### src/rtl/core/bpka_pkg.sv
// bpka_pkg: shared types and constants for the b-spline parameter and knot block
// no dependencies
`default_nettype none

package bpka_pkg;

    localparam int COORD_BITS = 16;
    localparam int FRAC_BITS  = 16;

    localparam int IDX_W     = 6;
    localparam int VAL_W     = FRAC_BITS + 1;
    localparam int CUM_W     = 32;
    localparam int DEG_W     = 3;
    localparam int MODE_W    = 2;
    localparam int CFG_IDX_W = 1;
    localparam int CFG_DAT_W = 3;
    localparam int SQ_RAD_W  = 52;
    localparam int SQ_ROOT_W = 26;

    localparam logic [MODE_W-1:0] MODE_CHORD   = 2'd0;
    localparam logic [MODE_W-1:0] MODE_CENTRIP = 2'd1;
    localparam logic [MODE_W-1:0] MODE_UNIFORM = 2'd2;

    localparam logic [CFG_IDX_W-1:0] CFG_DEGREE = 1'b0;
    localparam logic [CFG_IDX_W-1:0] CFG_MODE   = 1'b1;

    // value source select for param writes and knot loads
    localparam logic [1:0] VS_ZERO = 2'd0;
    localparam logic [1:0] VS_ONE  = 2'd1;
    localparam logic [1:0] VS_DIV  = 2'd2;

    // divider operand select
    localparam logic [1:0] DS_CHORD = 2'd0;
    localparam logic [1:0] DS_UNI_P = 2'd1;
    localparam logic [1:0] DS_UNI_K = 2'd2;
    localparam logic [1:0] DS_AVG   = 2'd3;

    typedef struct packed {
        logic             pt_load;
        logic             first;
        logic             diff;
        logic             sqx;
        logic             sqy;
        logic             sq_go;
        logic             sq_sel;
        logic             acc;
        logic             cum_rd;
        logic             pw;
        logic [1:0]       pw_sel;
        logic             div_go;
        logic [1:0]       div_sel;
        logic             sum_clr;
        logic             sum_add;
        logic             par_rd;
        logic             kv_load;
        logic [1:0]       kv_sel;
        logic             out_load;
        logic             out_err;
        logic             out_last;
        logic             out_pvalid;
        logic [IDX_W-1:0] idx;
        logic [IDX_W-1:0] addr;
        logic [IDX_W-1:0] n;
        logic [DEG_W-1:0] deg;
    } t_cmd;

    typedef struct packed {
        logic cum_zero;
        logic sq_busy;
        logic div_busy;
        logic out_full;
    } t_sts;

    typedef struct packed {
        logic [IDX_W-1:0] entry_index;
        logic [VAL_W-1:0] param_value;
        logic             param_valid;
        logic [VAL_W-1:0] knot_value;
        logic             fit_error;
        logic             last_result;
    } t_res;

endpackage

`default_nettype wire

### src/rtl/core/bpka_pt_if.sv
// bpka_pt_if: point input channel, valid/ready with point payload
// no dependencies
`default_nettype none

interface bpka_pt_if;
    logic               valid;
    logic               ready;
    logic signed [15:0] point_x;
    logic signed [15:0] point_y;
    logic               last_point;

    modport source (output valid, point_x, point_y, last_point, input ready);
    modport sink   (input valid, point_x, point_y, last_point, output ready);
endinterface

`default_nettype wire

### src/rtl/core/bpka_res_if.sv
// bpka_res_if: result output channel, valid/ready with knot payload
// no dependencies
`default_nettype none

interface bpka_res_if;
    logic        valid;
    logic        ready;
    logic [5:0]  entry_index;
    logic [16:0] param_value;
    logic        param_valid;
    logic [16:0] knot_value;
    logic        fit_error;
    logic        last_result;

    modport source (output valid, entry_index, param_value, param_valid, knot_value,
                    fit_error, last_result, input ready);
    modport sink   (input valid, entry_index, param_value, param_valid, knot_value,
                    fit_error, last_result, output ready);
endinterface

`default_nettype wire

### src/rtl/core/bspline_param_and_knot_averaging_top.sv
// point items are accepted only while idle, one at a time; each later point takes one root
// pass in chord and uniform mode, two in centripetal; the first point of a set takes none
// run end: point params and then knots are computed one entry at a time, using the divider
// where needed; results leave through a one-entry output register
// synchronous active-low reset clears control state and loads degree 3, chord mode
// stores hold no reset; entries are written before they are read
`default_nettype none

module bspline_param_and_knot_averaging_top #(
    parameter int MAX_POINTS = 32
) (
    input  wire logic                               i_clk,
    input  wire logic                               i_rst_n,
    input  wire logic                               i_cfg_we,
    input  wire logic [bpka_pkg::CFG_IDX_W-1:0]     i_cfg_idx,
    input  wire logic [bpka_pkg::CFG_DAT_W-1:0]     i_cfg_data,
    bpka_pt_if.sink                                 i_pt,
    bpka_res_if.source                              o_res
);
    bpka_pkg::t_cmd cmd;
    bpka_pkg::t_sts sts;
    bpka_pkg::t_res res;
    logic           res_valid;
    logic           in_ready;

    bpka_ctrl #(
        .MAX_POINTS (MAX_POINTS)
    ) u_ctrl (
        .i_clk      (i_clk),
        .i_rst_n    (i_rst_n),
        .i_cfg_we   (i_cfg_we),
        .i_cfg_idx  (i_cfg_idx),
        .i_cfg_data (i_cfg_data),
        .i_in_valid (i_pt.valid),
        .i_in_last  (i_pt.last_point),
        .o_in_ready (in_ready),
        .i_sts      (sts),
        .o_cmd      (cmd)
    );

    bpka_dp #(
        .MAX_POINTS (MAX_POINTS)
    ) u_dp (
        .i_clk       (i_clk),
        .i_rst_n     (i_rst_n),
        .i_cmd       (cmd),
        .i_pt_x      (i_pt.point_x),
        .i_pt_y      (i_pt.point_y),
        .i_out_ready (o_res.ready),
        .o_sts       (sts),
        .o_res       (res),
        .o_res_valid (res_valid)
    );

    assign i_pt.ready        = in_ready;
    assign o_res.valid       = res_valid;
    assign o_res.entry_index = res.entry_index;
    assign o_res.param_value = res.param_value;
    assign o_res.param_valid = res.param_valid;
    assign o_res.knot_value  = res.knot_value;
    assign o_res.fit_error   = res.fit_error;
    assign o_res.last_result = res.last_result;
endmodule

`default_nettype wire

### src/rtl/core/bpka_sqrt.sv
// bpka_sqrt: bit-serial integer square root, one root bit per cycle
// depends on bpka_pkg
`default_nettype none

module bpka_sqrt (
    input  wire logic                           i_clk,
    input  wire logic                           i_rst_n,
    input  wire logic                           i_start,
    input  wire logic [bpka_pkg::SQ_RAD_W-1:0]  i_rad,
    output logic      [bpka_pkg::SQ_ROOT_W-1:0] o_root,
    output logic                                o_busy
);
    localparam int RW    = bpka_pkg::SQ_RAD_W;
    localparam int QW    = bpka_pkg::SQ_ROOT_W;
    localparam int REM_W = QW + 4;
    localparam int CNT_W = $clog2(QW + 1);

    logic [RW-1:0]    r_rad;
    logic [REM_W-1:0] r_rem;
    logic [QW-1:0]    r_root;
    logic [CNT_W-1:0] r_cnt;
    logic             r_busy;

    logic [REM_W-1:0] rem_sh;
    logic [REM_W-1:0] trial;
    logic             ge;

    assign rem_sh = {r_rem[REM_W-3:0], r_rad[RW-1:RW-2]};
    assign trial  = {2'b00, r_root, 2'b01};
    assign ge     = rem_sh >= trial;

    always_ff @(posedge i_clk) begin
        if (!i_rst_n) begin
            r_busy <= 1'b0;
            r_cnt  <= '0;
        end else if (i_start) begin
            r_busy <= 1'b1;
            r_cnt  <= CNT_W'(QW);
        end else if (r_busy) begin
            r_cnt <= r_cnt - 1'b1;
            if (r_cnt == CNT_W'(1)) begin
                r_busy <= 1'b0;
            end
        end
    end

    always_ff @(posedge i_clk) begin
        if (i_start) begin
            r_rad  <= i_rad;
            r_rem  <= '0;
            r_root <= '0;
        end else if (r_busy) begin
            r_rad  <= {r_rad[RW-3:0], 2'b00};
            r_rem  <= ge ? rem_sh - trial : rem_sh;
            r_root <= {r_root[QW-2:0], ge};
        end
    end

    assign o_root = r_root;
    assign o_busy = r_busy;
endmodule

`default_nettype wire

### src/rtl/core/bpka_div.sv
// bpka_div: restoring divider, one quotient bit per cycle
// depends on bpka_pkg
`default_nettype none

module bpka_div #(
    parameter int FRAC_BITS = 16
) (
    input  wire logic                                   i_clk,
    input  wire logic                                   i_rst_n,
    input  wire logic                                   i_start,
    input  wire logic [bpka_pkg::CUM_W+FRAC_BITS:0]     i_num,
    input  wire logic [bpka_pkg::CUM_W-1:0]             i_den,
    output logic      [FRAC_BITS:0]                     o_q,
    output logic                                        o_busy
);
    localparam int QW    = FRAC_BITS + 1;
    localparam int DW    = bpka_pkg::CUM_W;
    localparam int DNW   = DW + QW;
    localparam int CNT_W = $clog2(QW + 1);

    logic [DW-1:0]    r_rem;
    logic [QW-1:0]    r_lo;
    logic [CNT_W-1:0] r_cnt;
    logic             r_busy;

    logic [DW:0] t;
    logic        ge;

    assign t  = {r_rem, r_lo[QW-1]};
    assign ge = t >= {1'b0, i_den};

    always_ff @(posedge i_clk) begin
        if (!i_rst_n) begin
            r_busy <= 1'b0;
            r_cnt  <= '0;
        end else if (i_start) begin
            r_busy <= 1'b1;
            r_cnt  <= CNT_W'(QW);
        end else if (r_busy) begin
            r_cnt <= r_cnt - 1'b1;
            if (r_cnt == CNT_W'(1)) begin
                r_busy <= 1'b0;
            end
        end
    end

    always_ff @(posedge i_clk) begin
        if (i_start) begin
            r_rem <= i_num[DNW-1:QW];
            r_lo  <= i_num[QW-1:0];
        end else if (r_busy) begin
            r_rem <= ge ? DW'(t - {1'b0, i_den}) : DW'(t);
            r_lo  <= {r_lo[QW-2:0], ge};
        end
    end

    assign o_q    = r_lo;
    assign o_busy = r_busy;
endmodule

`default_nettype wire

### src/rtl/core/bpka_dp.sv
// bpka_dp: datapath with length, parameter and knot arithmetic and both stores
// depends on bpka_pkg, bpka_sqrt, bpka_div
`default_nettype none

module bpka_dp #(
    parameter int MAX_POINTS = 32
) (
    input  wire logic           i_clk,
    input  wire logic           i_rst_n,
    input  wire bpka_pkg::t_cmd i_cmd,
    input  wire logic [15:0]    i_pt_x,
    input  wire logic [15:0]    i_pt_y,
    input  wire logic           i_out_ready,
    output bpka_pkg::t_sts      o_sts,
    output bpka_pkg::t_res      o_res,
    output logic                o_res_valid
);
    localparam int FRAC_BITS = bpka_pkg::FRAC_BITS;
    localparam int AW   = (MAX_POINTS > 1) ? $clog2(MAX_POINTS) : 1;
    localparam int CB   = bpka_pkg::COORD_BITS;
    localparam int LF   = 24 - CB;
    localparam int VW   = FRAC_BITS + 1;
    localparam int CW   = bpka_pkg::CUM_W;
    localparam int DNW  = CW + VW;
    localparam int AXW  = CB + 1;
    localparam int D2W  = 2 * CB + 3;
    localparam int SW   = VW + 3;
    localparam int RW   = bpka_pkg::SQ_RAD_W;
    localparam int IW   = bpka_pkg::IDX_W;
    localparam logic [VW-1:0] ONE_V = {1'b1, {FRAC_BITS{1'b0}}};

    logic [CB-1:0]  r_cx, r_cy, r_px, r_py;
    logic [AXW-1:0] r_ax, r_ay;
    logic [D2W-1:0] r_d2;
    logic [CW-1:0]  r_cum_last;
    logic [CW-1:0]  r_cum_rd;
    logic [VW-1:0]  r_par_rd;
    logic [SW-1:0]  r_sum;
    logic [VW-1:0]  r_kv;
    bpka_pkg::t_res r_res;
    logic           r_oval;

    logic [CW-1:0]  cum_mem [MAX_POINTS];
    logic [VW-1:0]  par_mem [MAX_POINTS];

    logic signed [AXW-1:0] dx, dy;
    logic [RW-1:0]         sq_rad;
    logic [bpka_pkg::SQ_ROOT_W-1:0] root;
    logic                  sq_busy;
    logic [CW-1:0]         cum_sum;
    logic [DNW-1:0]        div_num;
    logic [CW-1:0]         div_den;
    logic [VW-1:0]         div_q;
    logic                  div_busy;
    logic [IW-1:0]         n_m1, n_md, i_md;

    assign dx = $signed({r_cx[CB-1], r_cx}) - $signed({r_px[CB-1], r_px});
    assign dy = $signed({r_cy[CB-1], r_cy}) - $signed({r_py[CB-1], r_py});

    assign sq_rad = i_cmd.sq_sel ? (RW'(root) << LF) : (RW'(r_d2) << (2 * LF));
    assign cum_sum = r_cum_last + CW'(root);

    bpka_sqrt u_sqrt (
        .i_clk   (i_clk),
        .i_rst_n (i_rst_n),
        .i_start (i_cmd.sq_go),
        .i_rad   (sq_rad),
        .o_root  (root),
        .o_busy  (sq_busy)
    );

    assign n_m1 = i_cmd.n - 1'b1;
    assign n_md = i_cmd.n - IW'(i_cmd.deg);
    assign i_md = i_cmd.idx - IW'(i_cmd.deg);

    always_comb begin
        case (i_cmd.div_sel)
            bpka_pkg::DS_CHORD: begin
                div_num = (DNW'(r_cum_rd) << FRAC_BITS) + DNW'(r_cum_last >> 1);
                div_den = r_cum_last;
            end
            bpka_pkg::DS_UNI_P: begin
                div_num = (DNW'(i_cmd.idx) << FRAC_BITS) + DNW'(n_m1 >> 1);
                div_den = CW'(n_m1);
            end
            bpka_pkg::DS_UNI_K: begin
                div_num = (DNW'(i_md) << FRAC_BITS) + DNW'(n_md >> 1);
                div_den = CW'(n_md);
            end
            default: begin
                div_num = DNW'(r_sum) + DNW'(i_cmd.deg >> 1);
                div_den = CW'(i_cmd.deg);
            end
        endcase
    end

    bpka_div #(
        .FRAC_BITS (FRAC_BITS)
    ) u_div (
        .i_clk   (i_clk),
        .i_rst_n (i_rst_n),
        .i_start (i_cmd.div_go),
        .i_num   (div_num),
        .i_den   (div_den),
        .o_q     (div_q),
        .o_busy  (div_busy)
    );

    // point and length registers
    always_ff @(posedge i_clk) begin
        if (i_cmd.pt_load) begin
            r_cx <= CB'(i_pt_x);
            r_cy <= CB'(i_pt_y);
        end
        if (i_cmd.first) begin
            r_px       <= r_cx;
            r_py       <= r_cy;
            r_cum_last <= '0;
        end
        if (i_cmd.diff) begin
            r_ax <= dx[CB] ? AXW'(-dx) : AXW'(dx);
            r_ay <= dy[CB] ? AXW'(-dy) : AXW'(dy);
            r_px <= r_cx;
            r_py <= r_cy;
        end
        if (i_cmd.sqx) begin
            r_d2 <= D2W'(r_ax * r_ax);
        end
        if (i_cmd.sqy) begin
            r_d2 <= r_d2 + D2W'(r_ay * r_ay);
        end
        if (i_cmd.acc) begin
            r_cum_last <= cum_sum;
        end
    end

    always_ff @(posedge i_clk) begin
        if (i_cmd.first) begin
            cum_mem[AW'(0)] <= '0;
        end else if (i_cmd.acc) begin
            cum_mem[i_cmd.idx[AW-1:0]] <= cum_sum;
        end
        if (i_cmd.cum_rd) begin
            r_cum_rd <= cum_mem[i_cmd.addr[AW-1:0]];
        end
    end

    always_ff @(posedge i_clk) begin
        if (i_cmd.pw) begin
            case (i_cmd.pw_sel)
                bpka_pkg::VS_ZERO: par_mem[i_cmd.idx[AW-1:0]] <= '0;
                bpka_pkg::VS_ONE:  par_mem[i_cmd.idx[AW-1:0]] <= ONE_V;
                default:           par_mem[i_cmd.idx[AW-1:0]] <= div_q;
            endcase
        end
        if (i_cmd.par_rd) begin
            r_par_rd <= par_mem[i_cmd.addr[AW-1:0]];
        end
    end

    always_ff @(posedge i_clk) begin
        if (i_cmd.sum_clr) begin
            r_sum <= '0;
        end else if (i_cmd.sum_add) begin
            r_sum <= r_sum + SW'(r_par_rd);
        end
        if (i_cmd.kv_load) begin
            case (i_cmd.kv_sel)
                bpka_pkg::VS_ZERO: r_kv <= '0;
                bpka_pkg::VS_ONE:  r_kv <= ONE_V;
                default:           r_kv <= div_q;
            endcase
        end
    end

    // output register
    always_ff @(posedge i_clk) begin
        if (!i_rst_n) begin
            r_oval <= 1'b0;
        end else if (i_cmd.out_load) begin
            r_oval <= 1'b1;
        end else if (i_out_ready) begin
            r_oval <= 1'b0;
        end
    end

    always_ff @(posedge i_clk) begin
        if (i_cmd.out_load) begin
            r_res.entry_index <= i_cmd.idx;
            r_res.param_value <= i_cmd.out_pvalid ? bpka_pkg::VAL_W'(r_par_rd) : '0;
            r_res.param_valid <= i_cmd.out_pvalid;
            r_res.knot_value  <= i_cmd.out_err ? '0 : bpka_pkg::VAL_W'(r_kv);
            r_res.fit_error   <= i_cmd.out_err;
            r_res.last_result <= i_cmd.out_last;
        end
    end

    assign o_sts.cum_zero = (r_cum_last == '0);
    assign o_sts.sq_busy  = sq_busy;
    assign o_sts.div_busy = div_busy;
    assign o_sts.out_full = r_oval;
    assign o_res          = r_res;
    assign o_res_valid    = r_oval;
endmodule

`default_nettype wire

### src/rtl/core/bpka_ctrl.sv
// bpka_ctrl: controller state machine, point count and configuration registers
// depends on bpka_pkg
`default_nettype none

module bpka_ctrl #(
    parameter int MAX_POINTS = 32
) (
    input  wire logic                               i_clk,
    input  wire logic                               i_rst_n,
    input  wire logic                               i_cfg_we,
    input  wire logic [bpka_pkg::CFG_IDX_W-1:0]     i_cfg_idx,
    input  wire logic [bpka_pkg::CFG_DAT_W-1:0]     i_cfg_data,
    input  wire logic                               i_in_valid,
    input  wire logic                               i_in_last,
    output logic                                    o_in_ready,
    input  wire bpka_pkg::t_sts                     i_sts,
    output bpka_pkg::t_cmd                          o_cmd
);
    localparam int NW = $clog2(MAX_POINTS + 1);
    localparam int IW = bpka_pkg::IDX_W;
    localparam int DW = bpka_pkg::DEG_W;

    localparam logic [4:0] S_IDLE = 5'd0;
    localparam logic [4:0] S_PT   = 5'd1;
    localparam logic [4:0] S_SQX  = 5'd2;
    localparam logic [4:0] S_SQY  = 5'd3;
    localparam logic [4:0] S_RT1  = 5'd4;
    localparam logic [4:0] S_RT1W = 5'd5;
    localparam logic [4:0] S_RT2  = 5'd6;
    localparam logic [4:0] S_RT2W = 5'd7;
    localparam logic [4:0] S_ACC  = 5'd8;
    localparam logic [4:0] S_END  = 5'd9;
    localparam logic [4:0] S_ERRO = 5'd10;
    localparam logic [4:0] S_P0   = 5'd11;
    localparam logic [4:0] S_P1   = 5'd12;
    localparam logic [4:0] S_P2   = 5'd13;
    localparam logic [4:0] S_K0   = 5'd14;
    localparam logic [4:0] S_KS   = 5'd15;
    localparam logic [4:0] S_KA   = 5'd16;
    localparam logic [4:0] S_KD   = 5'd17;
    localparam logic [4:0] S_KW   = 5'd18;
    localparam logic [4:0] S_KPV  = 5'd19;
    localparam logic [4:0] S_KO   = 5'd20;

    logic [4:0]                    r_state, n_state;
    logic [NW-1:0]                 r_count, n_count;
    logic                          r_ovf, n_ovf;
    logic                          r_last, n_last;
    logic [IW-1:0]                 r_i, n_i;
    logic [IW-1:0]                 r_k, n_k;
    logic [IW-1:0]                 r_n, n_n;
    logic [DW-1:0]                 r_deg, n_deg;
    logic                          r_uni, n_uni;
    logic [DW-1:0]                 r_cfg_deg;
    logic [bpka_pkg::MODE_W-1:0]   r_cfg_mode;

    logic [DW-1:0] deg_eff;
    logic          uni_now;
    logic          err;
    logic          accept;

    assign deg_eff = (r_cfg_deg == '0) ? DW'(1) : r_cfg_deg;
    assign uni_now = (r_cfg_mode != bpka_pkg::MODE_CHORD)
                   && (r_cfg_mode != bpka_pkg::MODE_CENTRIP);
    assign err = r_ovf || (r_count < NW'(2))
              || ((NW + 1)'(r_count) < ((NW + 1)'(deg_eff) + 1'b1))
              || (!uni_now && i_sts.cum_zero);
    assign o_in_ready = (r_state == S_IDLE);
    assign accept     = o_in_ready && i_in_valid;

    always_ff @(posedge i_clk) begin
        if (!i_rst_n) begin
            r_cfg_deg  <= DW'(3);
            r_cfg_mode <= bpka_pkg::MODE_CHORD;
        end else if (i_cfg_we) begin
            unique case (i_cfg_idx)
                bpka_pkg::CFG_DEGREE: r_cfg_deg  <= i_cfg_data[DW-1:0];
                bpka_pkg::CFG_MODE:   r_cfg_mode <= i_cfg_data[bpka_pkg::MODE_W-1:0];
                default: ;
            endcase
        end
    end

    always_comb begin
        n_state = r_state;
        n_count = r_count;
        n_ovf   = r_ovf;
        n_last  = r_last;
        n_i     = r_i;
        n_k     = r_k;
        n_n     = r_n;
        n_deg   = r_deg;
        n_uni   = r_uni;
        o_cmd      = '0;
        o_cmd.idx  = r_i;
        o_cmd.addr = r_i;
        o_cmd.n    = r_n;
        o_cmd.deg  = r_deg;

        unique case (r_state)
            S_IDLE: begin
                if (accept) begin
                    o_cmd.pt_load = 1'b1;
                    n_last  = i_in_last;
                    n_state = S_PT;
                end
            end
            S_PT: begin
                if (r_count == NW'(MAX_POINTS)) begin
                    n_ovf   = 1'b1;
                    n_state = S_END;
                end else if (r_count == '0) begin
                    o_cmd.first = 1'b1;
                    n_count = r_count + 1'b1;
                    n_state = S_END;
                end else begin
                    o_cmd.diff = 1'b1;
                    n_state = S_SQX;
                end
            end
            S_SQX: begin
                o_cmd.sqx = 1'b1;
                n_state = S_SQY;
            end
            S_SQY: begin
                o_cmd.sqy = 1'b1;
                n_state = S_RT1;
            end
            S_RT1: begin
                o_cmd.sq_go = 1'b1;
                n_state = S_RT1W;
            end
            S_RT1W: begin
                if (!i_sts.sq_busy) begin
                    n_state = (r_cfg_mode == bpka_pkg::MODE_CENTRIP) ? S_RT2 : S_ACC;
                end
            end
            S_RT2: begin
                o_cmd.sq_go  = 1'b1;
                o_cmd.sq_sel = 1'b1;
                n_state = S_RT2W;
            end
            S_RT2W: begin
                if (!i_sts.sq_busy) begin
                    n_state = S_ACC;
                end
            end
            S_ACC: begin
                o_cmd.acc = 1'b1;
                o_cmd.idx = IW'(r_count);
                n_count = r_count + 1'b1;
                n_state = S_END;
            end
            S_END: begin
                if (!r_last) begin
                    n_state = S_IDLE;
                end else begin
                    n_n   = IW'(r_count);
                    n_deg = deg_eff;
                    n_uni = uni_now;
                    n_i   = '0;
                    n_state = err ? S_ERRO : S_P0;
                end
            end
            S_ERRO: begin
                if (!i_sts.out_full) begin
                    o_cmd.out_load = 1'b1;
                    o_cmd.out_err  = 1'b1;
                    o_cmd.out_last = 1'b1;
                    o_cmd.idx      = '0;
                    n_count = '0;
                    n_ovf   = 1'b0;
                    n_state = S_IDLE;
                end
            end
            S_P0: begin
                o_cmd.cum_rd = 1'b1;
                if (r_uni || ((r_i != '0) && (r_i != r_n - 1'b1))) begin
                    n_state = S_P1;
                end else begin
                    o_cmd.pw     = 1'b1;
                    o_cmd.pw_sel = (r_i == '0) ? bpka_pkg::VS_ZERO : bpka_pkg::VS_ONE;
                    if (r_i == r_n - 1'b1) begin
                        n_i = '0;
                        n_state = S_K0;
                    end else begin
                        n_i = r_i + 1'b1;
                        n_state = S_P0;
                    end
                end
            end
            S_P1: begin
                o_cmd.div_go  = 1'b1;
                o_cmd.div_sel = r_uni ? bpka_pkg::DS_UNI_P : bpka_pkg::DS_CHORD;
                n_state = S_P2;
            end
            S_P2: begin
                o_cmd.div_sel = r_uni ? bpka_pkg::DS_UNI_P : bpka_pkg::DS_CHORD;
                if (!i_sts.div_busy) begin
                    o_cmd.pw     = 1'b1;
                    o_cmd.pw_sel = bpka_pkg::VS_DIV;
                    if (r_i == r_n - 1'b1) begin
                        n_i = '0;
                        n_state = S_K0;
                    end else begin
                        n_i = r_i + 1'b1;
                        n_state = S_P0;
                    end
                end
            end
            S_K0: begin
                if (r_i <= IW'(r_deg)) begin
                    o_cmd.kv_load = 1'b1;
                    o_cmd.kv_sel  = bpka_pkg::VS_ZERO;
                    n_state = S_KPV;
                end else if (r_i >= r_n) begin
                    o_cmd.kv_load = 1'b1;
                    o_cmd.kv_sel  = bpka_pkg::VS_ONE;
                    n_state = S_KPV;
                end else if (r_uni) begin
                    o_cmd.div_go  = 1'b1;
                    o_cmd.div_sel = bpka_pkg::DS_UNI_K;
                    n_state = S_KW;
                end else begin
                    o_cmd.sum_clr = 1'b1;
                    n_k = r_i - IW'(r_deg);
                    n_state = S_KS;
                end
            end
            S_KS: begin
                o_cmd.par_rd = 1'b1;
                o_cmd.addr   = r_k;
                n_k = r_k + 1'b1;
                n_state = S_KA;
            end
            S_KA: begin
                o_cmd.sum_add = 1'b1;
                n_state = (r_k == r_i) ? S_KD : S_KS;
            end
            S_KD: begin
                o_cmd.div_go  = 1'b1;
                o_cmd.div_sel = bpka_pkg::DS_AVG;
                n_state = S_KW;
            end
            S_KW: begin
                o_cmd.div_sel = r_uni ? bpka_pkg::DS_UNI_K : bpka_pkg::DS_AVG;
                if (!i_sts.div_busy) begin
                    o_cmd.kv_load = 1'b1;
                    o_cmd.kv_sel  = bpka_pkg::VS_DIV;
                    n_state = S_KPV;
                end
            end
            S_KPV: begin
                o_cmd.par_rd = (r_i < r_n);
                n_state = S_KO;
            end
            S_KO: begin
                if (!i_sts.out_full) begin
                    o_cmd.out_load   = 1'b1;
                    o_cmd.out_pvalid = (r_i < r_n);
                    o_cmd.out_last   = (r_i == r_n + IW'(r_deg));
                    if (r_i == r_n + IW'(r_deg)) begin
                        n_count = '0;
                        n_ovf   = 1'b0;
                        n_state = S_IDLE;
                    end else begin
                        n_i = r_i + 1'b1;
                        n_state = S_K0;
                    end
                end
            end
            default: begin
                n_state = S_IDLE;
            end
        endcase
    end

    always_ff @(posedge i_clk) begin
        if (!i_rst_n) begin
            r_state <= S_IDLE;
            r_count <= '0;
            r_ovf   <= 1'b0;
            r_last  <= 1'b0;
            r_i     <= '0;
            r_k     <= '0;
            r_n     <= '0;
            r_deg   <= '0;
            r_uni   <= 1'b0;
        end else begin
            r_state <= n_state;
            r_count <= n_count;
            r_ovf   <= n_ovf;
            r_last  <= n_last;
            r_i     <= n_i;
            r_k     <= n_k;
            r_n     <= n_n;
            r_deg   <= n_deg;
            r_uni   <= n_uni;
        end
    end
endmodule

`default_nettype wire
### src/flat_wrapper.sv
// flat-port wrapper written by rule: the top's interface ports become plain ports
module bspline_param_and_knot_averaging_top_flat 
#(
    parameter int MAX_POINTS = 32
)
  (i_clk, i_rst_n, i_cfg_we, i_cfg_idx, i_cfg_data, i_pt_valid, i_pt_point_x, i_pt_point_y, i_pt_last_point, i_pt_ready, o_res_valid, o_res_entry_index, o_res_param_value, o_res_param_valid, o_res_knot_value, o_res_fit_error, o_res_last_result, o_res_ready);
  bpka_pt_if i_pt_i ();
  bpka_res_if o_res_i ();
  input  wire logic i_clk;
  input  wire logic i_rst_n;
  input  wire logic i_cfg_we;
  input  wire logic [bpka_pkg::CFG_IDX_W-1:0] i_cfg_idx;
  input  wire logic [bpka_pkg::CFG_DAT_W-1:0] i_cfg_data;
  input wire logic [$bits(i_pt_i.valid)-1:0] i_pt_valid;
  input wire logic [$bits(i_pt_i.point_x)-1:0] i_pt_point_x;
  input wire logic [$bits(i_pt_i.point_y)-1:0] i_pt_point_y;
  input wire logic [$bits(i_pt_i.last_point)-1:0] i_pt_last_point;
  output wire logic [$bits(i_pt_i.ready)-1:0] i_pt_ready;
  output wire logic [$bits(o_res_i.valid)-1:0] o_res_valid;
  output wire logic [$bits(o_res_i.entry_index)-1:0] o_res_entry_index;
  output wire logic [$bits(o_res_i.param_value)-1:0] o_res_param_value;
  output wire logic [$bits(o_res_i.param_valid)-1:0] o_res_param_valid;
  output wire logic [$bits(o_res_i.knot_value)-1:0] o_res_knot_value;
  output wire logic [$bits(o_res_i.fit_error)-1:0] o_res_fit_error;
  output wire logic [$bits(o_res_i.last_result)-1:0] o_res_last_result;
  input wire logic [$bits(o_res_i.ready)-1:0] o_res_ready;
  assign i_pt_i.valid = i_pt_valid;
  assign i_pt_i.point_x = i_pt_point_x;
  assign i_pt_i.point_y = i_pt_point_y;
  assign i_pt_i.last_point = i_pt_last_point;
  assign i_pt_ready = i_pt_i.ready;
  assign o_res_valid = o_res_i.valid;
  assign o_res_entry_index = o_res_i.entry_index;
  assign o_res_param_value = o_res_i.param_value;
  assign o_res_param_valid = o_res_i.param_valid;
  assign o_res_knot_value = o_res_i.knot_value;
  assign o_res_fit_error = o_res_i.fit_error;
  assign o_res_last_result = o_res_i.last_result;
  assign o_res_i.ready = o_res_ready;
  bspline_param_and_knot_averaging_top #(.MAX_POINTS(MAX_POINTS)) u_core (.i_clk(i_clk), .i_rst_n(i_rst_n), .i_cfg_we(i_cfg_we), .i_cfg_idx(i_cfg_idx), .i_cfg_data(i_cfg_data), .i_pt(i_pt_i), .o_res(o_res_i));
endmodule
### config.mk
export PLATFORM = sky130hd
export DESIGN_NAME = bspline_param_and_knot_averaging_top_flat
export DESIGN_NICKNAME = d
export VERILOG_FILES = /design/src/rtl/core/bpka_pkg.sv /design/src/rtl/core/bpka_pt_if.sv /design/src/rtl/core/bpka_res_if.sv /design/src/rtl/core/bspline_param_and_knot_averaging_top.sv /design/src/rtl/core/bpka_sqrt.sv /design/src/rtl/core/bpka_div.sv /design/src/rtl/core/bpka_dp.sv /design/src/rtl/core/bpka_ctrl.sv /design/src/flat_wrapper.sv
export SDC_FILE = /design/constraint.sdc
export NUM_CORES = 2
export LEC_CHECK = 0
export ABC_AREA = 1
export BUFFER_PORTS_ARGS = -buffer_cell sky130_fd_sc_hd__buf_2
export CORE_MARGIN = 4
export CORE_UTILIZATION = 40
export DETAILED_ROUTE_END_ITERATION = 7
export PLACE_DENSITY = 0.66
export SLEW_MARGIN = 20
export SYNTH_ARGS = -nofsm -noshare
export SYNTH_HDL_FRONTEND = slang
export SYNTH_HIERARCHICAL = 1
export SYNTH_SLANG_ARGS = --single-unit
### constraint.sdc
create_clock -name i_clk -period 7.6 [get_ports i_clk]
set_input_delay 0 -clock i_clk [delete_from_list [all_inputs] [get_ports i_clk]]
set_output_delay 0 -clock i_clk [all_outputs]
set_load 0.02 [all_outputs]
==> metrics.md <==
| Metric | Value |
|---|---|
| Synth warn | `6` |
| Mapped cell area | `114100 µm²` |
| Placer congestion estimate | `0.9648` |
| HPWL Detailed | `210300 µm` |
| Synthesized netlist cell count | `~12000` |
| CTS tree | `built` |
| First-pass GRT wire length | `between 400000 and 500000 µm` |
| Crit path buffers/inverters | `5` |
| RSZ-0062 raised after global routing | `false` |
| Final setup violation count | `0` |
| Tmin final | `approximately 6300 ps` |
| CTS Root Cell | `clkbuf_16` |
| Place WS | `1435 ps` |
| Die width | `542.0 µm` |
| Max-slew headroom | `0.1971` |
| Post-Syn Area per Cell | `between 9 and 10 µm²` |
| Setup Buffers After CTS | `0` |
| Vias per cell | `5.416` |
| Reg clk slew, reported paths | `about 60 ps` |
| Initial Util | `0.4031` |
| R2R depth | `21` |
| Post-CTS resize count | `0` |
| Fmax | `159.9 MHz` |
| Area Overhead vs Synth | `11.09%` |
| Crit path largest cell delay | `about 930 ps` |
| # DRC | `0` |
| Worst hold margin | `roughly 180 ps` |
| Final #Nets | `12482` |
| Final setup TNS | `0 ps` |
| Chip height | `542.0 µm` |
| Hold depth | `4` |
| Core area | `approximately 280000 µm²` |
| IO Count | `just under 90` |
| Worst slew pin tran | `around 1200 ps` |
| Number of cells on the critical path | `21` |
| Final Hold Viols | `0` |
| Clock Latency Late Sink | `approximately 900 ps` |
| Initial antenna violation count | `8` |
| Storage cell area | `60890 µm²` |
| CTS H-tree lvls | `4` |
| Critical-path cell list | `nand2_1, fa_1, inv_1, fa_1, inv_1, fa_1, inv_1, fa_1, fa_1, inv_1, fa_1, inv_1, ha_1, nand2_1, o21ai_0, a21oi_1, or2_2, nand3_1, nand2_1, nand2_1, o21ai_0` |
| WP data arrival | `around 6800 ps` |
| TritonCTS buffer count | `roughly 220` |
| Final Cycle Share | `0.8230` |
| Crit-path slowest cell | `edfxtp_1` |
| Vias in the first global route | `around 80000` |
| Post-route cell area | `roughly 130000 µm²` |
| Max cap viols | `0` |
| Required time of the critical path | `8150 ps` |
| Total GRT Usage | `0.2169` |
| Congestion Overflow GR | `0` |
| Cell mode on critical path | `fa_1` |
| Drt total wl | `326400 µm` |
| Port Buffers | `between 80 and 90` |
| DP Area | `119100 µm²` |
| Clock tree sinks | `roughly 2100` |
| Fill cells | `~26000` |
| Element type at the critical path end | `flop` |
| Via count | `around 84000` |
| Worst setup margin | `about 1300 ps` |
| Multi-input combinational cell area | `45460 µm²` |
| Top layer reached by signal wires | `met4` |
| DR iter-0 viols | `between 9000 and 10000` |
| Hold Path Class | `primary input to flop` |
| Die area | `just under 300000 µm²` |
| Kind of critical path | `flop to flop` |
| Bufs on Longest Clock Path | `4` |
| Met2 wire len | `about 150000 µm` |
| DR pass1 iterations | `7` |
| DR WL met3 | `28290 µm` |
| Routed Antenna Nets | `0` |
| Layout cell share with drive strength beyond 1 | `0.07216` |
| Max Slew Vio Count | `0` |
| CP max FO | `18` |
| Wire per inst | `approximately 21 µm` |
| M1 WL | `approximately 140000 µm` |
| Element type at the critical path start | `flop` |
| Clk_skew | `around 98 ps` |
| Rows | `between 150 and 200` |
| Largest net degree at the start of global routing | `between 150 and 200` |
| Outcome | `complete, no violations` |
| Delay-heaviest family, CP | `adder cells` |
final cells by class:
type	count	share of cell area
multi-input combinational	7341	0.3587
timing repair buffer	345	0.02256
tap	3743	0.03695
clock buffer	275	0.04531
antenna	4	0.00007898
clock inverter	116	0.007326
sequential	2070	0.4804
inverter	1632	0.04865
metal layers:
metal,up-vias,track usage
met5,-,0
met4,0,0.06047
met3,532,0.03305
met2,3604,0.3417
met1,40816,0.3118
li1,39133,-
layout by cell type (no fill, tap or decap), drive strengths merged, types with 252 or more instances in the layout:
master	instances
o221ai	304
fa	423
nand2	2006
inv	1637
buf	252
edfxtp	1943
o21ai	1103
nand3	445
clkbuf	276
nor2	1535
ha	411
a21oi	391
path summary, 6_finish.rpt:
kind / startpoint / endpoint / slack (ps)
max: u_core/u_dp/r_ay[5] / u_core/u_dp/r_d2[29] / 1340
min: i_rst_n / u_core/u_dp/u_div/r_cnt[4] / 180
max reg2reg: u_core/u_dp/r_ay[5] / u_core/u_dp/r_d2[29] / 1340
min reg2reg: u_core/u_dp/r_cx[2] / u_core/u_dp/r_px[2] / 460
registers in the layout, summed over array words and instances (netlist names), 20 cells and up:
register / count
u_core/u_dp/o_res: 43
u_core/u_dp/u_sqrt/r_rad: 52
u_core/u_dp/par_mem: 544
u_core/u_dp/r_sum: 20
u_core/u_dp/u_sqrt/r_rem: 28
u_core/u_dp/u_sqrt/o_root: 26
u_core/u_dp/r_cum_rd: 32
u_core/u_dp/u_div/r_rem: 32
u_core/u_dp/r_d2: 35
u_core/u_dp/cum_mem: 1024
u_core/u_dp/r_cum_last: 32
through the flow:
step           utilization  cells
6_report            0.4478  15526
5_1_grt             0.4478  15523
4_1_cts             0.4475  15520
3_5_place_dp        0.4207  15037
3_3_place_gp        0.4204  15035
2_1_floorplan            -  11553
worst min-delay path, stage by stage:
cell and delay, ps:
dlygate4sd3_1 530, buf_2 300, o31ai_1 140, a31oi_1 50
what timing repair did:
action	in CTS	in global routing
setup endpoints to repair	0	0
hold buffers	92	0
hold endpoints to repair	79	0
Power is left out: the tool's default activity adds up to more than one toggle a clock period on the data nets, which glitch-free logic cannot reach.
